===== src/ihs_pkg.sv =====
// Shared types, widths and constants for the RGB to IHS pixel unit.
// Used by every module of the block; depends on nothing.
`default_nettype none

package ihs_pkg;

    // Number of vectoring CORDIC cells; legal range 8 to 24.
    localparam int CORDIC_STAGES = 16;

    // Sample and product widths (8-bit samples).
    localparam int SAMPLE_W = 8;
    localparam int SUM_W    = SAMPLE_W + 2;       // r+g+b
    localparam int DIFF_W   = SAMPLE_W + 3;       // 2b-r-g, g-r (signed)
    localparam int COEF_W   = 16;
    localparam int MUL_W    = DIFF_W + COEF_W + 1;
    localparam int PROD_W   = 25;                 // |PU|, |PV| < 2^24
    localparam int MAG_W    = PROD_W - 1;
    localparam int IPROD_W  = SUM_W + COEF_W;
    localparam int AC_W     = MAG_W - 2;
    localparam int SQ_W     = 2 * AC_W;
    localparam int RAD_W    = SQ_W + 1;

    // Square root chain: one result bit per cell.
    localparam int SQRT_CELLS = (RAD_W + 1) / 2;
    localparam int RAD_PAD_W  = 2 * SQRT_CELLS;
    localparam int ROOT_W     = SQRT_CELLS;
    localparam int REM_W      = ROOT_W + 2;

    // CORDIC datapath.
    localparam int CW           = PROD_W + 2;
    localparam int ZW           = 28;
    localparam int ATAN_W       = 24;
    localparam int ATAN_ENTRIES = 24;
    localparam int SHIFT_W      = $clog2(ATAN_ENTRIES);

    // Output fields.
    localparam int INTEN_W = 15;
    localparam int UV_W    = 15;
    localparam int HUE_W   = 16;
    localparam int SAT_W   = 14;

    // Pipeline depths.
    localparam int SIDE_LEN   = SQRT_CELLS + 2;
    localparam int HUE_DLY    = SQRT_CELLS + 2 - CORDIC_STAGES;
    localparam int RESULT_LAT = SQRT_CELLS + 5;

    // Q16 coefficients.
    localparam logic [COEF_W-1:0] COEF_I = 16'd37837;
    localparam logic [COEF_W-1:0] COEF_U = 16'd26755;
    localparam logic [COEF_W-1:0] COEF_V = 16'd46341;

    // Angle constants.
    localparam logic signed [ZW-1:0] PI_Q24      = 28'sd52707179;
    localparam logic signed [ZW:0]   TWO_PI_Q24  = 29'sd105414357;
    localparam logic [HUE_W-1:0]     HALF_PI_Q13 = 16'd12868;
    localparam logic [HUE_W-1:0]     TH_PI_Q13   = 16'd38604;
    localparam logic [HUE_W+1:0]     TWO_PI_Q13  = 18'd51472;
    localparam logic [SAT_W-1:0]     SAT_MAX     = 14'd16383;

    typedef logic [SHIFT_W-1:0] t_shift;

    typedef struct packed {
        logic signed [CW-1:0] x;
        logic signed [CW-1:0] y;
        logic signed [ZW-1:0] z;
    } t_cordic;

    typedef struct packed {
        logic [RAD_PAD_W-1:0] rad;
        logic [REM_W-1:0]     rem;
        logic [ROOT_W-1:0]    root;
    } t_sqrt;

    typedef struct packed {
        logic [INTEN_W-1:0]     inten;
        logic signed [UV_W-1:0] u;
        logic signed [UV_W-1:0] v;
        logic                   spec;
        logic [HUE_W-1:0]       spec_hue;
    } t_side;

    // Q24 arctangent of 2^-i.
    function automatic logic [ATAN_W-1:0] atan_q24(input t_shift idx);
        logic [ATAN_W-1:0] val;
        case (idx)
            5'd0:    val = 24'd13176795;
            5'd1:    val = 24'd7778716;
            5'd2:    val = 24'd4110060;
            5'd3:    val = 24'd2086331;
            5'd4:    val = 24'd1047214;
            5'd5:    val = 24'd524117;
            5'd6:    val = 24'd262123;
            5'd7:    val = 24'd131069;
            5'd8:    val = 24'd65536;
            5'd9:    val = 24'd32768;
            5'd10:   val = 24'd16384;
            5'd11:   val = 24'd8192;
            5'd12:   val = 24'd4096;
            5'd13:   val = 24'd2048;
            5'd14:   val = 24'd1024;
            5'd15:   val = 24'd512;
            5'd16:   val = 24'd256;
            5'd17:   val = 24'd128;
            5'd18:   val = 24'd64;
            5'd19:   val = 24'd32;
            5'd20:   val = 24'd16;
            5'd21:   val = 24'd8;
            5'd22:   val = 24'd4;
            5'd23:   val = 24'd2;
            default: val = '0;
        endcase
        return val;
    endfunction

endpackage

`default_nettype wire


===== src/ihs_front.sv =====
// Front end: coefficient products, rounding of I/U/V, CORDIC pre-rotation.
// Depends on ihs_pkg.
`default_nettype none

module ihs_front
    import ihs_pkg::*;
(
    input  wire logic                i_clk,
    input  wire logic                i_rst_n,
    input  wire logic                i_acc,
    input  wire logic [SAMPLE_W-1:0] i_red,
    input  wire logic [SAMPLE_W-1:0] i_green,
    input  wire logic [SAMPLE_W-1:0] i_blue,
    output logic                     o_vld,
    output t_side                    o_side,
    output t_cordic                  o_cordic,
    output logic [AC_W-1:0]          o_mag_a,
    output logic [AC_W-1:0]          o_mag_c
);

    logic signed [DIFF_W-1:0] d_u, d_v;
    logic [SUM_W-1:0]         isum;
    logic signed [MUL_W-1:0]  mul_u, mul_v;
    logic [IPROD_W-1:0]       mul_i;

    logic                     r_vld1;
    logic signed [PROD_W-1:0] r_pu, r_pv;
    logic [IPROD_W-1:0]       r_iprod;

    logic signed [PROD_W-1:0] neg_pu, neg_pv;
    logic [MAG_W-1:0]         mag_u, mag_v;
    logic [MAG_W:0]           rsum_u, rsum_v;
    logic [UV_W-1:0]          rnd_u, rnd_v;
    logic [IPROD_W-1:0]       rsum_i;
    logic                     pu_zero, pv_zero, pu_neg, pv_neg;
    t_side                    n_side;
    t_cordic                  n_cordic;

    // Stage 1: products.
    always_comb begin
        d_u = $signed({2'b00, i_blue, 1'b0}) - $signed({3'b000, i_red})
            - $signed({3'b000, i_green});
        d_v = $signed({3'b000, i_green}) - $signed({3'b000, i_red});
        isum = SUM_W'(i_red) + SUM_W'(i_green) + SUM_W'(i_blue);
        mul_u = d_u * $signed({1'b0, COEF_U});
        mul_v = d_v * $signed({1'b0, COEF_V});
        mul_i = IPROD_W'(isum) * IPROD_W'(COEF_I);
    end

    always_ff @(posedge i_clk) begin
        if (!i_rst_n) begin
            r_vld1 <= 1'b0;
        end else begin
            r_vld1 <= i_acc;
        end
    end

    always_ff @(posedge i_clk) begin
        r_pu    <= mul_u[PROD_W-1:0];
        r_pv    <= mul_v[PROD_W-1:0];
        r_iprod <= mul_i;
    end

    // Stage 2: round to Q6, take magnitudes, set up the CORDIC vector.
    always_comb begin
        pu_neg  = r_pu[PROD_W-1];
        pv_neg  = r_pv[PROD_W-1];
        pu_zero = (r_pu == '0);
        pv_zero = (r_pv == '0);
        neg_pu  = -r_pu;
        neg_pv  = -r_pv;
        mag_u   = pu_neg ? neg_pu[MAG_W-1:0] : r_pu[MAG_W-1:0];
        mag_v   = pv_neg ? neg_pv[MAG_W-1:0] : r_pv[MAG_W-1:0];
        rsum_u  = {1'b0, mag_u} + (MAG_W+1)'(512);
        rsum_v  = {1'b0, mag_v} + (MAG_W+1)'(512);
        rnd_u   = rsum_u[MAG_W:10];
        rnd_v   = rsum_v[MAG_W:10];
        rsum_i  = r_iprod + IPROD_W'(512);

        n_side.inten = rsum_i[INTEN_W+9:10];
        n_side.u     = pu_neg ? $signed(UV_W'(0) - rnd_u) : $signed(rnd_u);
        n_side.v     = pv_neg ? $signed(UV_W'(0) - rnd_v) : $signed(rnd_v);
        // U zero: hue comes from the sign of V alone, no CORDIC.
        n_side.spec  = pu_zero;
        if (pv_zero) begin
            n_side.spec_hue = '0;
        end else if (pv_neg) begin
            n_side.spec_hue = TH_PI_Q13;
        end else begin
            n_side.spec_hue = HALF_PI_Q13;
        end

        // Left half-plane: turn the vector by pi first.
        if (pu_neg) begin
            n_cordic.x = {{(CW-PROD_W){neg_pu[PROD_W-1]}}, neg_pu};
            n_cordic.y = {{(CW-PROD_W){neg_pv[PROD_W-1]}}, neg_pv};
            n_cordic.z = PI_Q24;
        end else begin
            n_cordic.x = {{(CW-PROD_W){r_pu[PROD_W-1]}}, r_pu};
            n_cordic.y = {{(CW-PROD_W){r_pv[PROD_W-1]}}, r_pv};
            n_cordic.z = '0;
        end
    end

    always_ff @(posedge i_clk) begin
        if (!i_rst_n) begin
            o_vld <= 1'b0;
        end else begin
            o_vld <= r_vld1;
        end
    end

    always_ff @(posedge i_clk) begin
        o_side   <= n_side;
        o_cordic <= n_cordic;
        o_mag_a  <= mag_u[MAG_W-1:2];
        o_mag_c  <= mag_v[MAG_W-1:2];
    end

endmodule

`default_nettype wire


===== config.mk =====
export PLATFORM = sky130hd
export DESIGN_NAME = ihs_front
export DESIGN_NICKNAME = d
export VERILOG_FILES = /design/src/ihs_pkg.sv /design/src/ihs_front.sv
export SDC_FILE = /design/constraint.sdc
export NUM_CORES = 1
export LEC_CHECK = 0
export BUFFER_PORTS_ARGS = -buffer_cell sky130_fd_sc_hd__buf_2
export CAP_MARGIN = 15
export CORE_ASPECT_RATIO = 0.8
export CORE_MARGIN = 2
export CORE_UTILIZATION = 40
export DETAILED_ROUTE_END_ITERATION = 6
export PLACE_DENSITY_LB_ADDON = 0.25
export SETUP_SLACK_MARGIN = 0.05
export SYNTH_ARGS = -nofsm -noshare
export SYNTH_HDL_FRONTEND = slang
export SYNTH_SLANG_ARGS = --single-unit
export TNS_END_PERCENT = 30

===== constraint.sdc =====
create_clock -name i_clk -period 6.8 [get_ports i_clk]
set_input_delay 0.68 -clock i_clk [delete_from_list [all_inputs] [get_ports i_clk]]
set_output_delay 0.68 -clock i_clk [all_outputs]
set_load 0.1 [all_outputs]

==> impl_metrics.py <==
metrics = {
    "run_status": {
        "status": "finished, final reports clean",
    },
    "clocking": {
        "clock_latency_ns": 0.45,
        "cts_tree": "yes",
        "root_buffer": "clkbuf_16",
        "clkTransAtPathRegs_ns": 0.07,
        "cts_max_path_buffers": 2,
        "ctsHoldBuffers": 0,
        "cts_max_level": 4,
        "cts_buffers": 17,
        "clock-sinks": 188,
    },
    "global_route": {
        "grt.total_usage_pct": 16.6,
        "grt_pass1_wl_um": 56800,
        "grt_overflow": 0,
        "antenna_found_initial": 0,
        "grt_max_degree": 45,
        "grt_pass1_vias": 11299,
    },
    "floorplanning": {
        "start_util_pct": 40.7,
        "die-area_mm2": 0.0418,
        "fp-row-count": 65,
        "die_w_um": 228,
        "core_mm2": 0.0395,
        "io_pins": 216,
        "die_h_um": 183,
    },
    "yosys": {
        "ys_top_cells_by_area": "dfxtp_1, ha_1, fa_1",
        "yosysSeqAreaShare_pct": 23.4,
        "synthFlopType": "dfxtp_1",
        "yosys_warnings": 0,
        "synth_cell_types": 85,
        "synth_cells": 1689,
        "synth-seq-cells": 188,
        "avgSynthCellArea_um2": 9.51,
        "netlist.area_leader.share_pct": 23.4,
        "ys_top_cells_by_count": "ha_1, inv_1, dfxtp_1",
        "async_flop_share_pct": 0,
        "yosysMostFrequentCell": "ha_1",
        "synth_area_mm2": 0.0161,
        "synth-edff-count": 0,
        "yosysTopAreaCell": "dfxtp_1",
    },
    "worst_setup_path": {
        "r2r_slack_ns": 2.02,
        "cp-start-kind": "primary input",
        "cp_num_buf_inv": 5,
        "cp_data_required_time_ns": 7.18,
        "crit_arrival_ns": 6.92,
        "startpoint": "i_blue[1]",
        "cp_max_fo": 4,
        "end_kind": "register",
        "crit_top_cell": "fa_1",
        "rr_endpoint": "o_side[31]$_DFF_P_",
        "cp_top_family": "adder cells",
        "crit-reg2reg-launch": "r_pv[0]$_DFF_P_",
        "critPathSlowestCell": "fa_1",
        "reg2regPathDepth": 16,
        "path_class": "primary input to register",
        "cpPeakStageDelay_ns": 0.55,
    },
    "sta": {
        "rsz0062_at_grt": "yes",
        "fin_worst_skew_ns": 0.0128,
        "slew_headroom_pct": 25.2,
        "fin_crit_sh_pct": 96.1,
        "drv_slew": 0,
        "setup_violations": 0,
        "tightest_slew_ns": 1.11,
        "setup_ws_ns": 0.265,
        "max_freq_ghz": 0.153,
        "hold_viol_final": 0,
        "period_minus_slack_ns": 6.54,
    },
    "layout": {
        "antenna_cells": 0,
        "drive_gt1_share_pct": 20.2,
        "nFillCells": 3757,
        "layout.area.seq_mm2": 0.00376,
        "fin_nets": 2297,
        "syn_to_final_growth_pct": 15.9,
        "multi_input_area_mm2": 0.0110,
        "instances_no_fill": 2457,
        "stdcell_area_mm2": 0.0186,
    },
    "worst_hold_path": {
        "min_to": "o_vld$_SDFF_PN0_",
        "hp-class": "register to register",
        "hold_depth": 1,
        "holdCritStartpoint": "r_vld1$_SDFF_PN0_",
    },
    "placed_design": {
        "io_buffer_count": 195,
        "post-place-ws_ns": -0.340,
        "placement.cell_area_mm2": 0.0179,
        "place_congestion": 0.889,
        "dp_hpwl_um": 29200,
        "dpl.cell_count": 2419,
    },
    "route": {
        "drc": 0,
        "drt_wl_total_um": 34700,
        "firstDrtPassIters": 5,
        "drt_iter0_markers": 524,
        "ant_nets": 0,
        "wl_per_cell_um": 14.1,
        "vias": 11775,
        "viasPerCell": 4.79,
    },
    "run": {
        "cap_violations": 0,
    },
}
worst max path at each step:
stage	endpoint	slack (ns)	depth (start not counted)
final	r_iprod[24]$_DFF_P_	0.26	28
after global routing	r_iprod[24]$_DFF_P_	0.00004	28
after CTS	r_pu[24]$_DFF_P_	0.13	32
after detailed placement	r_pu[24]$_DFF_P_	-0.34	32
after global placement	r_pu[24]$_DFF_P_	-0.19	31
after floorplan	r_pu[24]$_DFF_P_	0.01	30
routing by layer:
layer | track usage, % | wire length [um] | up-vias
li1 | - | - | 6026
met1 | 24.3 | 18200 | 5500
met2 | 25.8 | 15000 | 229
met3 | 2.46 | 1170 | 20
met4 | 4.00 | 307 | 0
met5 | 0 | 0 | -
metrics by stage:
stage | TNS [ns] | util (%) | hold WS (ns)
CTS | 0 | 46.7 | 0.416
finish | 0 | 47.1 | 0.438
global placement | -0.637 | 45.2 | 0.423
detailed placement | -1.91 | 45.2 | 0.427
global route | 0 | 47.1 | 0.423
floorplan | 0 | - | 0.350
cell type report:
cell class	instances	share of cell area [%]
Sequential cell	188	20.2
Clock buffer	23	2.51
Multi-Input combinational cell	1180	59.2
Clock inverter	9	0.679
Inverter	232	4.68
Timing Repair Buffer	289	9.10
Tap cell	536	3.60
worst register-to-register path, cell delays in order, from the launching register on:
cell and delay [ns]:
dfxtp_1 0.40, inv_1 0.16, ha_1 0.24, or3b_2 0.62, o31ai_1 0.31, xnor2_1 0.29, ha_1 0.38, nand3b_1 0.16
a31oi_1 0.19, or3_1 0.34, nand2_1 0.10, o211a_1 0.35, nor4_1 0.46, nor2b_1 0.22, xnor2_1 0.17, a31oi_1 0.13
xor2_1 0.16
cells in the final DEF (no fill, tap or decap), types with 33 or more instances in the layout:
cell and instances:
o21ai_0 45, buf_4 93, fa_1 101, nand3_1 33, a21oi_1 46, dfxtp_1 187, xor2_1 40, xnor2_1 152
nor2_1 68, ha_1 252, inv_1 227, buf_2 195, nand2_1 80
what timing repair did:
item,CTS,global route
endpoints found under the hold margin,0,0
endpoints found under the setup margin,0,12
setup buffers,0,6
gates resized for setup,0,27
cell families after synthesis:
group           share of synthesized area, %
compound gates                          11.0
mux                                    0.327
fa+ha+maj                               33.0
flops                                   23.4
simple gates                            11.4
xor+xnor                                11.0
other cells                           0.0233
buf+inv                                 9.75
sequential cells by signal, summed over array words and instances (netlist names):
| name | cells |
|---|---|
| o_cordic | 29 |
| o_mag_c | 22 |
| o_vld | 1 |
| o_side | 49 |
| r_vld1 | 1 |
| r_pv | 25 |
| r_iprod | 16 |
| o_mag_a | 21 |
| r_pu | 24 |
Power is not shown: default switching activity piles up to over one toggle a cycle in this logic, so the estimate is an artifact.
