$ cat src/ihs_pkg.sv
// Shared types, widths and constants for the RGB to IHS pixel unit.
// Used by every module of the block; depends on nothing.
`default_nettype none

package ihs_pkg;

    // Number of vectoring CORDIC cells; legal range 8 to 24.
    localparam int CORDIC_STAGES = 16;

    // Sample and product widths (8-bit samples).
    localparam int SAMPLE_W = 8;
    localparam int SUM_W    = SAMPLE_W + 2;       // r+g+b
    localparam int DIFF_W   = SAMPLE_W + 3;       // 2b-r-g, g-r (signed)
    localparam int COEF_W   = 16;
    localparam int MUL_W    = DIFF_W + COEF_W + 1;
    localparam int PROD_W   = 25;                 // |PU|, |PV| < 2^24
    localparam int MAG_W    = PROD_W - 1;
    localparam int IPROD_W  = SUM_W + COEF_W;
    localparam int AC_W     = MAG_W - 2;
    localparam int SQ_W     = 2 * AC_W;
    localparam int RAD_W    = SQ_W + 1;

    // Square root chain: one result bit per cell.
    localparam int SQRT_CELLS = (RAD_W + 1) / 2;
    localparam int RAD_PAD_W  = 2 * SQRT_CELLS;
    localparam int ROOT_W     = SQRT_CELLS;
    localparam int REM_W      = ROOT_W + 2;

    // CORDIC datapath.
    localparam int CW           = PROD_W + 2;
    localparam int ZW           = 28;
    localparam int ATAN_W       = 24;
    localparam int ATAN_ENTRIES = 24;
    localparam int SHIFT_W      = $clog2(ATAN_ENTRIES);

    // Output fields.
    localparam int INTEN_W = 15;
    localparam int UV_W    = 15;
    localparam int HUE_W   = 16;
    localparam int SAT_W   = 14;

    // Pipeline depths.
    localparam int SIDE_LEN   = SQRT_CELLS + 2;
    localparam int HUE_DLY    = SQRT_CELLS + 2 - CORDIC_STAGES;
    localparam int RESULT_LAT = SQRT_CELLS + 5;

    // Q16 coefficients.
    localparam logic [COEF_W-1:0] COEF_I = 16'd37837;
    localparam logic [COEF_W-1:0] COEF_U = 16'd26755;
    localparam logic [COEF_W-1:0] COEF_V = 16'd46341;

    // Angle constants.
    localparam logic signed [ZW-1:0] PI_Q24      = 28'sd52707179;
    localparam logic signed [ZW:0]   TWO_PI_Q24  = 29'sd105414357;
    localparam logic [HUE_W-1:0]     HALF_PI_Q13 = 16'd12868;
    localparam logic [HUE_W-1:0]     TH_PI_Q13   = 16'd38604;
    localparam logic [HUE_W+1:0]     TWO_PI_Q13  = 18'd51472;
    localparam logic [SAT_W-1:0]     SAT_MAX     = 14'd16383;

    typedef logic [SHIFT_W-1:0] t_shift;

    typedef struct packed {
        logic signed [CW-1:0] x;
        logic signed [CW-1:0] y;
        logic signed [ZW-1:0] z;
    } t_cordic;

    typedef struct packed {
        logic [RAD_PAD_W-1:0] rad;
        logic [REM_W-1:0]     rem;
        logic [ROOT_W-1:0]    root;
    } t_sqrt;

    typedef struct packed {
        logic [INTEN_W-1:0]     inten;
        logic signed [UV_W-1:0] u;
        logic signed [UV_W-1:0] v;
        logic                   spec;
        logic [HUE_W-1:0]       spec_hue;
    } t_side;

    // Q24 arctangent of 2^-i.
    function automatic logic [ATAN_W-1:0] atan_q24(input t_shift idx);
        logic [ATAN_W-1:0] val;
        case (idx)
            5'd0:    val = 24'd13176795;
            5'd1:    val = 24'd7778716;
            5'd2:    val = 24'd4110060;
            5'd3:    val = 24'd2086331;
            5'd4:    val = 24'd1047214;
            5'd5:    val = 24'd524117;
            5'd6:    val = 24'd262123;
            5'd7:    val = 24'd131069;
            5'd8:    val = 24'd65536;
            5'd9:    val = 24'd32768;
            5'd10:   val = 24'd16384;
            5'd11:   val = 24'd8192;
            5'd12:   val = 24'd4096;
            5'd13:   val = 24'd2048;
            5'd14:   val = 24'd1024;
            5'd15:   val = 24'd512;
            5'd16:   val = 24'd256;
            5'd17:   val = 24'd128;
            5'd18:   val = 24'd64;
            5'd19:   val = 24'd32;
            5'd20:   val = 24'd16;
            5'd21:   val = 24'd8;
            5'd22:   val = 24'd4;
            5'd23:   val = 24'd2;
            default: val = '0;
        endcase
        return val;
    endfunction

endpackage

`default_nettype wire

$ cat src/ihs_cordic_cell.sv
// One vectoring CORDIC micro-rotation, registered.
// Depends on ihs_pkg (types and arctangent table).
`default_nettype none

module ihs_cordic_cell
    import ihs_pkg::*;
(
    input  wire logic    i_clk,
    input  wire t_shift  i_shift,
    input  wire t_cordic i_in,
    output t_cordic      o_out
);

    logic signed [CW-1:0] xs, ys;
    logic signed [ZW-1:0] ang;
    logic                 y_pos;
    t_cordic              n_out;

    always_comb begin
        xs    = $signed(i_in.x) >>> i_shift;
        ys    = $signed(i_in.y) >>> i_shift;
        ang   = $signed({{(ZW-ATAN_W){1'b0}}, atan_q24(i_shift)});
        y_pos = !i_in.y[CW-1] && (i_in.y != '0);
        // Rotate toward the x axis.
        if (y_pos) begin
            n_out.x = i_in.x + ys;
            n_out.y = i_in.y - xs;
            n_out.z = i_in.z + ang;
        end else begin
            n_out.x = i_in.x - ys;
            n_out.y = i_in.y + xs;
            n_out.z = i_in.z - ang;
        end
    end

    always_ff @(posedge i_clk) begin
        o_out <= n_out;
    end

endmodule

`default_nettype wire

$ cat config.mk
export PLATFORM = sky130hd
export DESIGN_NAME = ihs_cordic_cell
export DESIGN_NICKNAME = d
export VERILOG_FILES = /design/src/ihs_pkg.sv /design/src/ihs_cordic_cell.sv
export SDC_FILE = /design/constraint.sdc
export NUM_CORES = 1
export LEC_CHECK = 0
export ABC_AREA = 1
export BUFFER_PORTS_ARGS = -buffer_cell sky130_fd_sc_hd__buf_2
export CAP_MARGIN = 10
export CORE_AREA = 2 2 181 183
export CTS_BUF_LIST = sky130_fd_sc_hd__clkbuf_8
export CTS_CLUSTER_SIZE = 28
export DETAILED_ROUTE_END_ITERATION = 12
export DIE_AREA = 0 0 183 185
export SLEW_MARGIN = 20
export SYNTH_ARGS = -nofsm -noshare
export SYNTH_HDL_FRONTEND = slang
export SYNTH_SLANG_ARGS = --single-unit
$ cat constraint.sdc
create_clock -name i_clk -period 3.6 [get_ports i_clk]
set_input_delay 0.36 -clock i_clk [delete_from_list [all_inputs] [get_ports i_clk]]
set_output_delay 0.36 -clock i_clk [all_outputs]
set_load 0.005 [all_outputs]
==> out/qor.csv, run 1 <==
metric,value,unit
status,finished with violations,
failing checks,setup timing,
Critical Path RT,3.91,ns
Worst Hold Class,input port to flip-flop,
antenna cells,0,
top-area cell type share of the netlist area,19.4,%
vias in the first global route,14300,
sequential area share after synthesis,14.9,%
max capacitance violation total,0,
Largest regs,o_out (82),
total area of sequential cells,1640,um2
Cell Pwr Density,353,nW/um2
Final ANT Viol Nets,0,
multi-input logic area,9470,um2
clock sinks,82,
switching share of power,41.1,%
total core area,32000,um2
maximum VDD drop,0.288,mV
Final Hold Viols,0,
number of synthesized flops with an enable pin,0,
"Cell Area, Placed",16400,um2
drt wl/cell,15.1,um
worst relative slew slack,76.0,%
Pleak,9.44,nW
fmax,0.277,GHz
RSZ-0062 raised after global routing,yes,
Yosys warning count,0,
area added between synthesis and finish,63.8,%
routed wire length,44.8,mm
routability cong.,0.958,
Synth Register Bits,82,
gr ovfl total,0,
Biggest register,o_out,
mapped cell area,11000,um2
post-synthesis area per instance,6.01,um2
DRT iter0 DRCs,796,
Cells after Synth,1832,
"Max stage delay cell, worst path",ha_4,
share of cells above drive strength 1,41.5,%
Root Buffer,clkbuf_8,
first-pass iteration count of the detailed router,5,
CP peak stage delay,0.29,ns
die area,33900,um2
first-pass GRT wire length,69.1,mm
"top cells by area, synth","nand2_1 (19%), dfxtp_1 (15%), ha_1 (11%), nand3_1 (10%), xor2_1 (7.0%)",
Psw,2.62,mW
setup violators final,1,
pre-CTS setup slack,-0.767,ns
largest net degree at the start of global routing,28,
vias post-DR,14800,
leading cell types by count after synthesis,"nand2_1 (569), nand3_1 (221), inv_1 (162)",
"area leader, netlist",nand2_1,
initial antenna violation count,0,
CP max FO,11,
die height,185,um
Slew Limit Fails,0,
crit path kind,input port to flip-flop,
sequential share of power,21.8,%
detailed placer's ending HPWL,36.5,mm
Num CTS Buffers,9,
crit path time final,3.62,ns
Synth cell types,53,
# rows,66,
"Core Util, Final",56.3,%
flip-flop count of the largest register after layout,82,
Clock power frac,10.9,%
post-route setup slack,-0.0153,ns
clk buf depth,2,
die width,183,um
Fin Setup TNS,-0.0153,ns
gr usage total,25.6,%
Setup crit end kind,flip-flop,
Nets,2728,
PortBufs,169,
final period utilization,100,%
"count leader, synth",nand2_1,
syn nets,2018,
CP startpoint kind,input port,
routed vias/inst,5.02,
IO Pins,170,
design area,18000,um2
CTS tree,built,
detailed-route DRC error count,0,
worst-margin pin slew,0.359,ns
Internal,3.76,mW
"Reg clk slew, reported paths",0.09,ns
H-tree Lvls,3,
Worst EP arrival,3.92,ns
Logic pwr share,67.3,%
# fillers,3156,
Synth Flop Type,dfxtp_1,
"Async S/R FF share, synth",0,%
Starting Density,34.4,%
worst max-delay path, delay by kind of cell:
kind	cells	cell delay, ns
adder cells (fa/ha/maj)	2	0.45
AO/OA/AOI/OAI	1	0.12
AND/OR/NAND/NOR	17	1.82
buffers and inverters	7	0.81
XOR/XNOR	2	0.32
path summary, 6_finish.rpt:
kind	end	startpoint	cells after the start	slack, ns
setup / recovery	o_out[80]	i_shift[0]	29	-0.02
hold / removal	o_out[0]	i_in[0]	2	0.16
cell families after synthesis:
logic type | Yosys count | share of synthesized area, %
buffers and inverters | 232 | 9.47
adder cells (fa/ha/maj) | 98 | 11.3
XOR/XNOR | 131 | 10.4
AND/OR/NAND/NOR | 1018 | 39.9
flip-flops | 82 | 14.9
AO/OA/AOI/OAI | 271 | 14.0
area by class of cell:
type,count,share of cell area (%)
clock buffer,9,0.687
clock inverter,7,0.347
inverter,170,3.67
multi-input combinational,1518,52.5
sequential,82,9.10
tap,408,2.83
timing repair buffer,760,30.8
timing repair inverter,1,0.0624
per-layer routing:
metal | share of wire (%) | GRT usage (%)
met1 | 43 | 31.6
met3 | 5.6 | 4.48
met2 | 48 | 44.5
met4 | 3.4 | 9.66
met5 | 0 | 0
layout by cell type (no fill, tap or decap), drive strengths merged, types with 7 or more instances in the layout:
cell type  synthesis  routed
a21oi            120     120
buf               47     758
clkbuf            15      10
dfxtp             82      82
ha                95      95
inv              169     172
nand2            583     583
nand3            230     230
nand4             13      13
nor2             156     156
nor3              13      13
nor4               8       8
o211ai            19      19
o21ai             88      88
o21bai             8       8
o22ai              7       7
xnor2             43      43
xor2              88      88
repair_timing:
item,4_1_cts,5_1_grt
setup endpoints to repair,31,40
gates resized for setup,56,228
buffers inserted,20,15
pin swaps,37,94
hold buffers,0,0
gates cloned,2,1
stage by stage:
step	hold WS [ns]	std cells	power, mW
finish	0.162	2955	6.37
global route	0.153	2955	6.90
CTS	0.127	2939	6.08
detailed placement	0.587	2901	5.24
global placement	0.585	2901	5.20
floorplan	0.490	1832	3.29
power by group through the flow:
stage | logic [mW] | registers, mW | clock network, mW
finish | 4.29 | 1.39 | 0.694
global route | 4.70 | 1.43 | 0.763
CTS | 3.95 | 1.40 | 0.737
detailed placement | 3.83 | 1.41 | 0
global placement | 3.78 | 1.41 | 0
floorplan | 1.81 | 1.48 | 0
(Power assumes the default switching activity.)
==> run 2: changes to the inputs <==
Settings changed: SKIP_LAST_GASP from default to 1.
==> run 2 against run 1 <==
Compared with the run above: the run still ends with setup timing left; clock power rose by 1%; critical path depth grew 2; die area stayed put; core utilization rose by 1.3 points; routed wire length increased by 1.8%; via count is 0.42% higher; critical endpoint is now o_out[54]; largest cell class unchanged; highest routed layer unchanged.
==> out/qor.csv, run 2 (same netlist as run 1, synthesis figures left out) <==
metric,value,unit,change
routed vias/inst,5.02,,+0.18%
clk buf depth,2,,unchanged
vias in the first global route,14300,,+0.0070%
"commonest non-fill, non-tap cell in the layout",buf_4,,
crit path time final,3.61,ns,-0.00759 ns
DRT iter0 DRCs,830,,+4.3%
Nets,2735,,+0.26%
# rows,66,,unchanged
max capacitance violation total,0,,unchanged
Crit path top cell by count,nand2_1,,
Setup crit end kind,flip-flop,,
Num CTS Buffers,9,,unchanged
CP max FO,15,,+4
design area,18500,um2,+2.3%
vias post-DR,14900,,+0.42%
Final Hold Viols,0,,unchanged
die area,33900,um2,unchanged
crit path kind,input port to flip-flop,,
Starting Density,34.4,%,unchanged
Slew Limit Fails,0,,unchanged
gr usage total,25.6,%,about the same
"Max stage delay cell, worst path",ha_4,,
share of cells above drive strength 1,44.0,%,+2.4 points
total area of sequential cells,1640,um2,unchanged
maximum VDD drop,0.285,mV,-1.0%
setup violators final,1,,unchanged
first-pass GRT wire length,69.0,mm,about the same
flip-flop count of the largest register after layout,82,,unchanged
first-pass iteration count of the detailed router,5,,unchanged
Final ANT Viol Nets,0,,unchanged
failing checks,setup timing,,
RSZ-0062 raised after global routing,yes,,
# fillers,3076,,-2.5%
hold buffers post-CTS,0,,unchanged
status,finished with violations,,
worst-margin pin slew,0.400,ns,+0.0418 ns
Hold Slack,0.158,ns,-0.00346 ns
Worst EP arrival,3.95,ns,+0.03 ns
Biggest register,o_out,,
"commonest cells after routing, fill and taps aside","buf_4 (568), nand2_1 (504), nand3_1 (180)",,
Critical Path RT,3.94,ns,+0.03 ns
Worst Hold Class,input port to flip-flop,,
detailed placer's ending HPWL,36.5,mm,unchanged
gr ovfl total,0,,unchanged
"Reg clk slew, reported paths",0.10,ns,about the same
final period utilization,100,%,-0.21 points
detailed-route DRC error count,0,,unchanged
Largest regs,o_out (82),,
post-route setup slack,-0.00773,ns,+0.00759 ns
Cell Pwr Density,350,nW/um2,-0.89%
worst relative slew slack,73.2,%,-2.8 points
clock sinks,82,,unchanged
PortBufs,169,,unchanged
initial antenna violation count,0,,unchanged
area added between synthesis and finish,67.5,%,
CP peak stage delay,0.31,ns,+0.02 ns
routability cong.,0.958,,unchanged
multi-input logic area,9790,um2,+3.3%
largest net degree at the start of global routing,28,,unchanged
die height,185,um,unchanged
routed wire length,45.6,mm,+1.8%
die width,183,um,unchanged
fmax,0.277,GHz,+0.21%
H-tree Lvls,3,,unchanged
Pleak,9.55,nW,+1.2%
min-delay src,i_in[0],,
CTS tree,built,,
total core area,32000,um2,unchanged
CP startpoint kind,input port,,
antenna cells,0,,unchanged
IO Pins,170,,unchanged
CP startpoint,i_shift[0],,
Root Buffer,clkbuf_8,,
drt wl/cell,15.4,um,+1.6%
"Cell Area, Placed",16400,um2,unchanged
-- run 2: final timing paths --
check / end / cells past startpoint / slack (ns)
worst max-delay path: o_out[54] / 31 / -0.008
worst min-delay path: o_out[0] / 2 / 0.16
-- run 2: final cells by class --
cell class	count	area share, %
repair buffers	766	30.6
inverters	170	3.61
clock buffers	9	0.671
repair inverters	2	0.0949
clock inverters	7	0.339
well taps	408	2.77
flip-flops and latches	82	8.89
multi-input cells	1518	53.0
-- run 2: what timing repair did --
| item | 4_1_cts | 5_1_grt |
|---|---|---|
| gates resized for setup | 55 | 313 |
| pin swaps | 36 | 130 |
| endpoints found under the hold margin | 0 | 0 |
| gates cloned | 2 | 2 |
| buffers inserted | 20 | 22 |
| endpoints found under the setup margin | 31 | 40 |
-- run 2: where the power goes --
part	internal, mW	total, mW	switching, mW
clock network	0.312	0.701	0.388
logic	2.18	4.37	2.18
registers	1.30	1.39	0.0898
-- run 2: worst max-delay path: cells and delay by family --
family	cells	cell delay (ns)
AOI/OAI and AO/OA	1	0.05
adders and majority gates	1	0.31
buffers and inverters	8	0.96
and+or+nand+nor	21	2.23
-- run 2: per-stage QoR --
stage          TNS [ns]  instances  worst slack [ns]  util (%)  power (mW)
2_1_floorplan    -0.268       1832            -0.115         -        3.29
3_3_place_gp     -21.38       2901            -0.707      51.3        5.20
3_5_place_dp     -25.04       2901            -0.767      51.3        5.24
4_1_cts         -0.0104       2939          -0.00452      53.1        6.08
5_1_grt           -1.49       2962            -0.141      57.6        6.98
6_report       -0.00773       2962          -0.00773      57.6        6.46
-- run 2: per-layer routing --
layer	share of wire, %	track usage (%)
met4	3.4	9.66
met1	44	31.6
met5	0	0
met2	48	44.5
met3	5.3	4.48
