`src/ihs_pkg.sv`:
```
// Shared types, widths and constants for the RGB to IHS pixel unit.
// Used by every module of the block; depends on nothing.
`default_nettype none

package ihs_pkg;

    // Number of vectoring CORDIC cells; legal range 8 to 24.
    localparam int CORDIC_STAGES = 16;

    // Sample and product widths (8-bit samples).
    localparam int SAMPLE_W = 8;
    localparam int SUM_W    = SAMPLE_W + 2;       // r+g+b
    localparam int DIFF_W   = SAMPLE_W + 3;       // 2b-r-g, g-r (signed)
    localparam int COEF_W   = 16;
    localparam int MUL_W    = DIFF_W + COEF_W + 1;
    localparam int PROD_W   = 25;                 // |PU|, |PV| < 2^24
    localparam int MAG_W    = PROD_W - 1;
    localparam int IPROD_W  = SUM_W + COEF_W;
    localparam int AC_W     = MAG_W - 2;
    localparam int SQ_W     = 2 * AC_W;
    localparam int RAD_W    = SQ_W + 1;

    // Square root chain: one result bit per cell.
    localparam int SQRT_CELLS = (RAD_W + 1) / 2;
    localparam int RAD_PAD_W  = 2 * SQRT_CELLS;
    localparam int ROOT_W     = SQRT_CELLS;
    localparam int REM_W      = ROOT_W + 2;

    // CORDIC datapath.
    localparam int CW           = PROD_W + 2;
    localparam int ZW           = 28;
    localparam int ATAN_W       = 24;
    localparam int ATAN_ENTRIES = 24;
    localparam int SHIFT_W      = $clog2(ATAN_ENTRIES);

    // Output fields.
    localparam int INTEN_W = 15;
    localparam int UV_W    = 15;
    localparam int HUE_W   = 16;
    localparam int SAT_W   = 14;

    // Pipeline depths.
    localparam int SIDE_LEN   = SQRT_CELLS + 2;
    localparam int HUE_DLY    = SQRT_CELLS + 2 - CORDIC_STAGES;
    localparam int RESULT_LAT = SQRT_CELLS + 5;

    // Q16 coefficients.
    localparam logic [COEF_W-1:0] COEF_I = 16'd37837;
    localparam logic [COEF_W-1:0] COEF_U = 16'd26755;
    localparam logic [COEF_W-1:0] COEF_V = 16'd46341;

    // Angle constants.
    localparam logic signed [ZW-1:0] PI_Q24      = 28'sd52707179;
    localparam logic signed [ZW:0]   TWO_PI_Q24  = 29'sd105414357;
    localparam logic [HUE_W-1:0]     HALF_PI_Q13 = 16'd12868;
    localparam logic [HUE_W-1:0]     TH_PI_Q13   = 16'd38604;
    localparam logic [HUE_W+1:0]     TWO_PI_Q13  = 18'd51472;
    localparam logic [SAT_W-1:0]     SAT_MAX     = 14'd16383;

    typedef logic [SHIFT_W-1:0] t_shift;

    typedef struct packed {
        logic signed [CW-1:0] x;
        logic signed [CW-1:0] y;
        logic signed [ZW-1:0] z;
    } t_cordic;

    typedef struct packed {
        logic [RAD_PAD_W-1:0] rad;
        logic [REM_W-1:0]     rem;
        logic [ROOT_W-1:0]    root;
    } t_sqrt;

    typedef struct packed {
        logic [INTEN_W-1:0]     inten;
        logic signed [UV_W-1:0] u;
        logic signed [UV_W-1:0] v;
        logic                   spec;
        logic [HUE_W-1:0]       spec_hue;
    } t_side;

    // Q24 arctangent of 2^-i.
    function automatic logic [ATAN_W-1:0] atan_q24(input t_shift idx);
        logic [ATAN_W-1:0] val;
        case (idx)
            5'd0:    val = 24'd13176795;
            5'd1:    val = 24'd7778716;
            5'd2:    val = 24'd4110060;
            5'd3:    val = 24'd2086331;
            5'd4:    val = 24'd1047214;
            5'd5:    val = 24'd524117;
            5'd6:    val = 24'd262123;
            5'd7:    val = 24'd131069;
            5'd8:    val = 24'd65536;
            5'd9:    val = 24'd32768;
            5'd10:   val = 24'd16384;
            5'd11:   val = 24'd8192;
            5'd12:   val = 24'd4096;
            5'd13:   val = 24'd2048;
            5'd14:   val = 24'd1024;
            5'd15:   val = 24'd512;
            5'd16:   val = 24'd256;
            5'd17:   val = 24'd128;
            5'd18:   val = 24'd64;
            5'd19:   val = 24'd32;
            5'd20:   val = 24'd16;
            5'd21:   val = 24'd8;
            5'd22:   val = 24'd4;
            5'd23:   val = 24'd2;
            default: val = '0;
        endcase
        return val;
    endfunction

endpackage

`default_nettype wire

```
`src/ihs_sqrt_cell.sv`:
```
// One digit of a restoring integer square root, registered.
// Depends on ihs_pkg.
`default_nettype none

module ihs_sqrt_cell
    import ihs_pkg::*;
(
    input  wire logic  i_clk,
    input  wire t_sqrt i_in,
    output t_sqrt      o_out
);

    logic [REM_W+1:0] acc, trial, diff;
    t_sqrt            n_out;

    always_comb begin
        acc   = {i_in.rem, i_in.rad[RAD_PAD_W-1 -: 2]};
        trial = {2'b00, i_in.root, 2'b01};
        diff  = acc - trial;
        n_out.rad = {i_in.rad[RAD_PAD_W-3:0], 2'b00};
        if (acc >= trial) begin
            n_out.rem  = diff[REM_W-1:0];
            n_out.root = {i_in.root[ROOT_W-2:0], 1'b1};
        end else begin
            n_out.rem  = acc[REM_W-1:0];
            n_out.root = {i_in.root[ROOT_W-2:0], 1'b0};
        end
    end

    always_ff @(posedge i_clk) begin
        o_out <= n_out;
    end

endmodule

`default_nettype wire

```
`config.mk`:
```
export PLATFORM = sky130hd
export DESIGN_NAME = ihs_sqrt_cell
export DESIGN_NICKNAME = d
export VERILOG_FILES = /design/src/ihs_pkg.sv /design/src/ihs_sqrt_cell.sv
export SDC_FILE = /design/constraint.sdc
export NUM_CORES = 1
export LEC_CHECK = 0
export BUFFER_PORTS_ARGS = -buffer_cell sky130_fd_sc_hd__buf_2
export CORE_AREA = 2 2 131 69
export CTS_BUF_LIST = sky130_fd_sc_hd__clkbuf_8
export CTS_CLUSTER_SIZE = 20
export DETAILED_ROUTE_END_ITERATION = 12
export DIE_AREA = 0 0 133 71
export PLACE_DENSITY = 0.9
export SETUP_SLACK_MARGIN = 0.3
export SLEW_MARGIN = 30
export SYNTH_ARGS = -nofsm -noshare
export SYNTH_HDL_FRONTEND = slang
export SYNTH_SLANG_ARGS = --single-unit
```
`constraint.sdc`:
```
create_clock -name i_clk -period 2.88 [get_ports i_clk]
set_input_delay 0 -clock i_clk [delete_from_list [all_inputs] [get_ports i_clk]]
set_output_delay 0 -clock i_clk [all_outputs]
set_load 0.1 [all_outputs]
```
==> results of run 1 <==
## critical path: stages
cell	delay [ns]
dlygate4sd3_1	0.56
buf_2	0.14
inv_1	0.05
ha_1	0.33
o21ai_2	0.09
a221oi_2	0.30
nand4_1	0.22
a211o_1	0.37
o21ai_4	0.19
buf_12	0.20
mux2_2	0.35
## layout by cell type, fill, tap and decap left out, types with 2 or more instances in the layout
master / synthesis / routed
mux2_4: 6 / 6
nand3_1: 6 / 6
and2_1: 4 / 4
a31oi_1: 4 / 4
dfxtp_1: 92 / 92
xnor2_1: 10 / 10
o211ai_1: 2 / 2
xor2_1: 9 / 9
nand2_1: 11 / 11
o22ai_1: 2 / 2
a211oi_1: 3 / 3
nand2b_1: 3 / 3
inv_1: 35 / 38
nor3_1: 8 / 8
a21oi_1: 28 / 28
mux2i_1: 2 / 2
mux2_2: 3 / 3
conb_1: 1 / 2
a21oi_2: 10 / 10
buf_4: 2 / 2
and3_1: 4 / 4
a221oi_1: 3 / 3
nor2_1: 26 / 26
o21ai_0: 13 / 13
buf_2: 3 / 186
ha_1: 25 / 25
o21bai_1: 2 / 2
clkbuf_8: 0 / 10
nand4_1: 8 / 8
a21o_1: 14 / 14
o21ai_2: 2 / 2
dlygate4sd3_1: 0 / 91
## stage by stage
stage,hold slack [ns],util
after floorplan,0.0277,-
after detailed placement,0.104,0.570
final,0.205,0.710
after CTS,0.196,0.702
after global routing,0.226,0.710
after global placement,0.103,0.570
## power groups by stage
stage	sequential (mW)	clock (mW)	combinational (mW)
finish	1.43	0.861	1.75
global placement	1.46	0	1.58
global route	1.44	0.920	1.81
CTS	1.43	0.879	1.70
detailed placement	1.46	0	1.60
floorplan	2.39	0	0.394
## what timing repair did
action	in CTS	in global routing
hold buffers	91	0
buffers inserted	0	2
gates resized for setup	0	8
endpoints found under the hold margin	91	0
endpoints found under the setup margin	0	20
## worst paths after layout
kind / startpoint / to / slack, ns / depth (start not counted)
min: i_in[23] / o_out[25] / 0.21 / 4
max: i_in[2] / o_out[47] / 0.33 / 11
## logic make-up (layout without fill, tap and decap cells)
kind of cell	count (synthesis)	in the layout	share of synthesized area
adders and majority gates	25	25	0.0823
buffers and inverters	50	332	0.0652
DFF	92	92	0.485
xor gates and xnor gates	19	19	0.0438
other	1	2	0.000987
AOI/OAI and AO/OA	99	99	0.184
and+or+nand+nor	77	77	0.101
muxes	11	11	0.0379
## layer usage
metal  wire length (um)  track usage  vias to the layer above
met1               4990        0.308                     1789
met5                  0            0                        -
met2               5440        0.419                      244
met4                381       0.0812                        0
li1                   -            -                     1851
met3               1240       0.0932                       59
## final cells by class
class | instances | area, um^2
clock inverter | 6 | 57.6
clock buffer | 10 | 138
multi-input combinational | 233 | 1750
sequential | 92 | 1840
fill | 606 | 2430
inverter | 35 | 131
tap | 117 | 146
timing repair buffer | 281 | 1890
==> metrics.md, run 1 <==
| Metric | Value |
|---|---|
| Pins Over Slew Limit | `0` |
| Die Height | `71 um` |
| I/O pin cnt | `189` |
| Worst slew pin tran | `0.511 ns` |
| # setup viols final | `0` |
| Clk sinks | `92` |
| Max Freq | `392 MHz` |
| ANT cells | `0` |
| Most frequent cell after synthesis | `dfxtp_1` |
| Final WS setup | `0.328 ns` |
| Total Routed Length | `12.0 mm` |
| Cell Rows | `24` |
| Syn Std Cell Area | `3800 um^2` |
| Hold Vio Cnt, Final | `0` |
| Via count | `3943` |
| Chip Width | `133 um` |
| CP arrival | `2.81 ns` |
| Async S/R FF share, synth | `0` |
| CTS H-tree lvls | `3` |
| Initial drt markers | `352` |
| Placed instance count | `665` |
| Synth area leader | `dfxtp_1` |
| Final nets | `772` |
| Initial Utilization | `0.453` |
| TritonCTS buffer count | `9` |
| Post-synth EDFFs | `0` |
| DP Area | `4780 um^2` |
| Clock power share | `0.213` |
| Die area | `9440 um^2` |
| CTS tree | `yes` |
| Reg clk slew, reported paths | `0.09 ns` |
| Top post-synthesis cells by area | `dfxtp_1 48%, ha_1 8.2%, a21oi_1 3.7%` |
| Share of Yosys cell area claimed by the top area cell type | `0.485` |
| Int Pwr | `2.24 mW` |
| Drt pass-1 iters | `5` |
| Antenna-violating nets left | `0` |
| Total Neg Setup Slack | `0 ns` |
| Root buf cell | `clkbuf_8` |
| Worst slack, placed | `0.423 ns` |
| Crit share post-route | `0.886` |
| DPL Wire Length | `8.08 mm` |
| Share of layout cells above drive strength 1 | `0.355` |
| Critical Path Fanout Max | `23` |
| Gr usage total | `0.252` |
| Gate power share | `0.432` |
| Worst endpoint required time | `3.14 ns` |
| Fin cells | `774` |
| I/O Buffers | `186` |
| Synth-to-Final Area Change | `56.7%` |
| CTS max path bufs | `2` |
| Cells after Synth | `374` |
| Worst hold path class | `input port to flop` |
| Peak supply drop | `427 uV` |
| Main synth FF type | `dfxtp_1` |
| Period minus WS final | `2.55 ns` |
| RSZ-0062 raised after global routing | `false` |
| Leak | `2.97 nW` |
| Max FFs per register | `92` |
| Antenna violations before repair | `0` |
| Final Instance Area | `5950 um^2` |
| Power per cell area | `679 nW/um^2` |
| Synth cell types | `57` |
| Vias per cell | `5.09` |
| Post-DR wirelength/cell | `15.6 um` |
| Core ar. | `8380 um^2` |
| Relative max-transition margin | `0.658` |
| Synthesis warning total | `0` |
| Overflow after GRT | `0` |
| First-pass GRT wire length | `18.8 mm` |
| Max_cap viols | `0` |
| Startpoint types | `input port` |
| Count of state elements after synthesis | `92` |
| Seq/Total Area, Yosys | `0.485` |
| Pin count of the biggest net entering global routing | `24` |
| Seq pwr share | `0.355` |
| Vias in the first global route | `3941` |
| Psw | `1.80 mW` |
| Placer Congestion | `0.953` |
| Post-synth top cells | `92 x dfxtp_1, 35 x inv_1, 28 x a21oi_1` |
| Post-Syn Area per Cell | `10.2 um^2` |
| Sw Ratio | `0.446` |
| CP endpoint kind | `flop` |
| Status | `finished clean` |
| Top reg by flops | `o_out` |
| Total design power | `4.04 mW` |
| Top Registers | `o_out: 92 flops` |
| Kind of critical path | `input port to flop` |
| # DRC | `0` |
(Power assumes the default switching activity.)
==> run 2, diff against run 1 <==
Settings changed: BUFFER_PORTS_ARGS -buffer_cell sky130_fd_sc_hd__buf_2 to -buffer_cell sky130_fd_sc_hd__buf_4.
==> metrics.md, run 2 (synthesis gave the netlist of run 1 again) <==
| Metric | Value |
|---|---|
| I/O Buffers | `186 (unchanged)` |
| Crit share post-route | `0.878 (-0.00825)` |
| CP endpoint kind | `flop` |
| CP arrival | `2.79 ns (-0.02 ns)` |
| Top Usage Layer GRT | `met2` |
| Peak supply drop | `383 uV (-10%)` |
| Gate power share | `0.434 (+0.002)` |
| Period minus WS final | `2.53 ns (-0.0238 ns)` |
| CTS H-tree lvls | `3 (unchanged)` |
| CTS max path bufs | `2 (unchanged)` |
| Worst path max stage delay | `0.56 ns (about the same)` |
| ANT cells | `0 (unchanged)` |
| CTS tree | `yes` |
| Initial drt markers | `382 (+8.5%)` |
| Die Height | `71 um (unchanged)` |
| First-pass GRT wire length | `19.3 mm (+2.6%)` |
| Drt pass-1 iters | `5 (unchanged)` |
| GRT met2 Usage | `0.444 (+0.0259)` |
| Clk sinks | `92 (unchanged)` |
| Met3 Usage GRT | `0.0760 (-0.0172)` |
| Top Registers | `o_out: 92 flops` |
| Total Neg Setup Slack | `0 ns (unchanged)` |
| Met1 Usage GRT | `0.331 (+0.0227)` |
| Startpoint types | `input port` |
| Crit path cell chain | `dlygate4sd3_1 > buf_4 > ha_2 > o21ai_2 > a221oi_2 > nand4_1 > a211o_1 > o21ai_4 > buf_12 > mux2_2` |
| Final hold slack | `0.242 ns (+0.0365 ns)` |
| Clock power share | `0.232 (+0.019)` |
| Vias in the first global route | `3852 (-2.3%)` |
| Psw | `1.87 mW (+4.0%)` |
| Top reg by flops | `o_out` |
| Critical Path Fanout Max | `16 (-30%)` |
| Sw Ratio | `0.434 (-0.0114)` |
| Core ar. | `8380 um^2 (unchanged)` |
| Placer Congestion | `0.956 (+0.34%)` |
| Commonest cells after routing, fill and taps aside | `188 x buf_4, 92 x dfxtp_1, 91 x dlygate4sd3_1, 35 x inv_1, 27 x a21oi_1` |
| Antenna-violating nets left | `0 (unchanged)` |
| DPL Wire Length | `8.20 mm (+1.5%)` |
| Cell Rows | `24 (unchanged)` |
| Chip Width | `133 um (unchanged)` |
| Power per cell area | `666 nW/um^2 (-1.9%)` |
| Post-DR wirelength/cell | `16.7 um (+7.5%)` |
| Initial Utilization | `0.453 (unchanged)` |
| Worst endpoint required time | `3.14 ns (about the same)` |
| Max_cap viols | `0 (unchanged)` |
| Most common cell after layout, fill and taps aside | `buf_4` |
| Total Routed Length | `12.9 mm (+7.5%)` |
| Seq pwr share | `0.335 (-0.020)` |
| # setup viols final | `0 (unchanged)` |
| Int Pwr | `2.44 mW (+9.0%)` |
| Crit-path slowest cell | `dlygate4sd3_1` |
| Pins Over Slew Limit | `0 (unchanged)` |
| Synth-to-Final Area Change | `70.5%` |
| RSZ-0062 raised after global routing | `false` |
| Vias per cell | `5.10 (+0.15%)` |
| Share of layout cells above drive strength 1 | `0.365 (+0.0107)` |
| Gr usage total | `0.262 (+0.00998)` |
| Worst hold path class | `input port to flop` |
| Leak | `3.14 nW (+5.7%)` |
| Die area | `9440 um^2 (unchanged)` |
| Antenna violations before repair | `0 (unchanged)` |
| TritonCTS buffer count | `9 (unchanged)` |
| Via count | `3949 (+0.15%)` |
| Hold Vio Cnt, Final | `0 (unchanged)` |
| Max Freq | `396 MHz (+0.94%)` |
| Root buf cell | `clkbuf_8` |
| Max FFs per register | `92 (unchanged)` |
| Final nets | `772 (unchanged)` |
| Kind of critical path | `input port to flop` |
| Pin count of the biggest net entering global routing | `26 (+8.3%)` |
| Status | `finished clean` |
| Reg clk slew, reported paths | `0.09 ns (about the same)` |
| # DRC | `0 (unchanged)` |
| I/O pin cnt | `189 (unchanged)` |
| Overflow after GRT | `0 (unchanged)` |
==> run 2: cell types whose count changed in the layout (fill, tap and decap cells not counted), sizes merged <==
cell,before,now
bufinv,1,2
clkbuf,10,9
clkinv,1,0
clkinvlp,1,2
==> run 2: through the flow <==
stage,util,instance area [um^2],setup WS (ns),power (mW),std cells
5_1_grt,0.773,6470,0.256,4.46,774
3_5_place_dp,0.627,5250,0.455,3.18,666
4_1_cts,0.763,6390,0.308,4.28,773
6_report,0.773,6470,0.352,4.31,774
3_3_place_gp,0.627,5250,0.583,3.16,666
2_1_floorplan,-,3800,0.852,2.79,375
==> run 2: final timing paths <==
check / start / end / slack [ns] / cells after the start
worst min-delay path: i_in[47] / o_out[0] / 0.24 / 5
worst max-delay path: i_in[24] / o_out[47] / 0.35 / 10
==> run 2: timing repair <==
item | 4_1_cts | 5_1_grt
hold endpoints to repair | 91 | 0
gates resized for setup | 0 | 13
endpoints found under the setup margin | 0 | 25
hold buffers | 91 | 0
buffers inserted | 0 | 1
==> run 2: worst max-delay path, delay by kind of cell <==
kind | cells | cell delay, ns
buf+inv | 3 | 0.90
compound gates | 4 | 0.95
simple gates | 1 | 0.18
mux | 1 | 0.34
fa+ha+maj | 1 | 0.39
==> run 2: power by group through the flow <==
stage | clock [mW] | combinational, mW | sequential, mW
6_report | 0.999 | 1.87 | 1.44
5_1_grt | 1.07 | 1.94 | 1.45
4_1_cts | 1.02 | 1.82 | 1.44
3_5_place_dp | 0 | 1.72 | 1.47
3_3_place_gp | 0 | 1.70 | 1.46
2_1_floorplan | 0 | 0.394 | 2.39
==> run 2: area by class of cell <==
class,count,area (um^2)
Tap cell,117,146
Clock inverter,7,106
Sequential cell,92,1840
Multi-Input combinational cell,233,1760
Timing Repair Buffer,281,2360
Fill cell,539,1900
Inverter,35,131
Clock buffer,9,124
==> run 2: routing by layer <==
metal	vias up	wire, um
met4	0	340
met5	-	0
met3	43	1250
met2	270	6110
li1	1849	-
met1	1787	5250
==> run 3, diff against run 2 <==
Settings changed: PLACE_DENSITY 0.9 to 0.77, REMOVE_ABC_BUFFERS from default to 1.
==> metrics.md, run 3 (synthesis gave the netlist of run 1 again) <==
| Metric | Value |
|---|---|
| CP arrival | `2.74 ns (-0.05 ns)` |
| Drt pass-1 iters | `4 (-1)` |
| Gate power share | `0.441 (+0.007)` |
| Cell Rows | `24 (unchanged)` |
| Relative max-transition margin | `0.659` |
| Leak | `3.20 nW (+1.8%)` |
| Post-DR wirelength/cell | `16.1 um (-3.9%)` |
| Int Pwr | `2.39 mW (-1.9%)` |
| Clk sinks | `92 (unchanged)` |
| Crit share post-route | `0.861 (-0.0172)` |
| # DRC | `0 (unchanged)` |
| TritonCTS buffer count | `9 (unchanged)` |
| Most common cell after layout, fill and taps aside | `buf_4` |
| Reg clk slew, reported paths | `0.10 ns (about the same)` |
| Worst hold path class | `input port to flop` |
| Max_cap viols | `0 (unchanged)` |
| Vias in the first global route | `3656 (-5.1%)` |
| Peak supply drop | `527 uV (+38%)` |
| Hold Vio Cnt, Final | `0 (unchanged)` |
| Pins Over Slew Limit | `0 (unchanged)` |
| I/O Buffers | `186 (unchanged)` |
| Antenna violations before repair | `0 (unchanged)` |
| Core ar. | `8380 um^2 (unchanged)` |
| Commonest cells after routing, fill and taps aside | `196 x buf_4, 92 x dfxtp_1, 91 x dlygate4sd3_1, 35 x inv_1, 28 x a21oi_1` |
| Startpoint types | `input port` |
| Max FFs per register | `92 (unchanged)` |
| Sw Ratio | `0.437 (+0.00308)` |
| Die Height | `71 um (unchanged)` |
| Final WS setup | `0.402 ns (+0.0494 ns)` |
| DPL Wire Length | `8.41 mm (+2.6%)` |
| Overflow after GRT | `0 (unchanged)` |
| CTS max path bufs | `2 (unchanged)` |
| Initial Utilization | `0.453 (unchanged)` |
| Final hold slack | `0.236 ns (-0.00537 ns)` |
| Total Neg Setup Slack | `0 ns (unchanged)` |
| Top Registers | `o_out: 92 flops` |
| CP endpoint kind | `flop` |
| Register area | `1840 um^2 (unchanged)` |
| I/O pin cnt | `189 (unchanged)` |
| Chip Width | `133 um (unchanged)` |
| Gr usage total | `0.258 (-0.00393)` |
| Die area | `9440 um^2 (unchanged)` |
| Seq pwr share | `0.339 (+0.004)` |
| Final nets | `783 (+1.4%)` |
| Psw | `1.86 mW (-0.66%)` |
| Max Freq | `403 MHz (+2.0%)` |
| Antenna-violating nets left | `0 (unchanged)` |
| # setup viols final | `0 (unchanged)` |
| ANT cells | `0 (unchanged)` |
| Clock power share | `0.221 (-0.011)` |
| RSZ-0062 raised after global routing | `false` |
| Total Routed Length | `12.6 mm (-2.5%)` |
| Area taken by multi-input logic gates | `1740 um^2 (-1.1%)` |
| Initial drt markers | `167 (-56%)` |
| Worst slack, placed | `0.511 ns (+0.0564 ns)` |
| Pin count of the biggest net entering global routing | `21 (-19%)` |
| Kind of critical path | `input port to flop` |
| Root buf cell | `clkbuf_8` |
| CTS H-tree lvls | `3 (unchanged)` |
| Via count | `3791 (-4.0%)` |
| Period minus WS final | `2.48 ns (-0.0494 ns)` |
| Power per cell area | `648 nW/um^2 (-2.7%)` |
| Status | `finished clean` |
| CTS tree | `yes` |
| Top reg by flops | `o_out` |
| Layout fillers | `536 (-0.56%)` |
| Worst endpoint required time | `3.14 ns (about the same)` |
| Placer Congestion | `0.939 (-1.8%)` |
| Vias per cell | `4.83 (-5.3%)` |
| Fin util | `0.783 (+0.0105)` |
| Worst slew pin tran | `0.506 ns` |
| Synth-to-Final Area Change | `72.8%` |
| Critical Path Fanout Max | `5 (-11)` |
| Share of layout cells above drive strength 1 | `0.371 (+0.00596)` |
| First-pass GRT wire length | `18.9 mm (-2.0%)` |
-- run 3: power groups by stage --
stage	Sequential [mW]	Combinational, mW	Clock, mW
2_1_floorplan	2.39	0.379	0
3_3_place_gp	1.47	1.70	0
3_5_place_dp	1.47	1.72	0
4_1_cts	1.44	1.82	0.952
5_1_grt	1.45	1.94	1.01
6_report	1.44	1.87	0.939
-- run 3: critical path, cell delays in order --
cell	delay, ns
dlygate4sd3_1	0.55
buf_4	0.14
ha_1	0.36
a21o_1	0.21
a21o_1	0.19
a311oi_2	0.46
nor3_1	0.12
nor4_2	0.35
xnor2_1	0.10
mux2_4	0.26
-- run 3: metrics by stage --
step | power [mW] | std cells | cell area, um^2
6_report | 4.25 | 785 | 6560
5_1_grt | 4.40 | 785 | 6560
4_1_cts | 4.21 | 773 | 6390
3_5_place_dp | 3.18 | 666 | 5260
3_3_place_gp | 3.17 | 666 | 5260
2_1_floorplan | 2.77 | 360 | 3690
-- run 3: cell type report --
class,instances,area share
timing repair buffer,292,0.378
clock buffer,10,0.0210
sequential,92,0.281
multi-input combinational,233,0.266
clock inverter,6,0.0126
inverter,35,0.0200
tap,117,0.0223
-- run 3: final timing paths --
path	slack, ns	start	end	depth (start not counted)
worst max-delay path	0.40	i_in[26]	o_out[44]	10
worst min-delay path	0.24	i_in[47]	o_out[47]	5
-- run 3: metal layers --
layer  track usage  vias up  part of all wire
li1              -     1875                 -
met2         0.405      179              0.45
met4        0.0502        0            0.0040
met5             0        -                 0
met3        0.0803        6             0.084
met1         0.356     1731              0.46
-- run 3: timing repair --
action                     CTS  global route
setup endpoints to repair    0             9
resized for setup            0             8
hold endpoints to repair    91             0
hold buffers                91             0
setup buffers                0            10
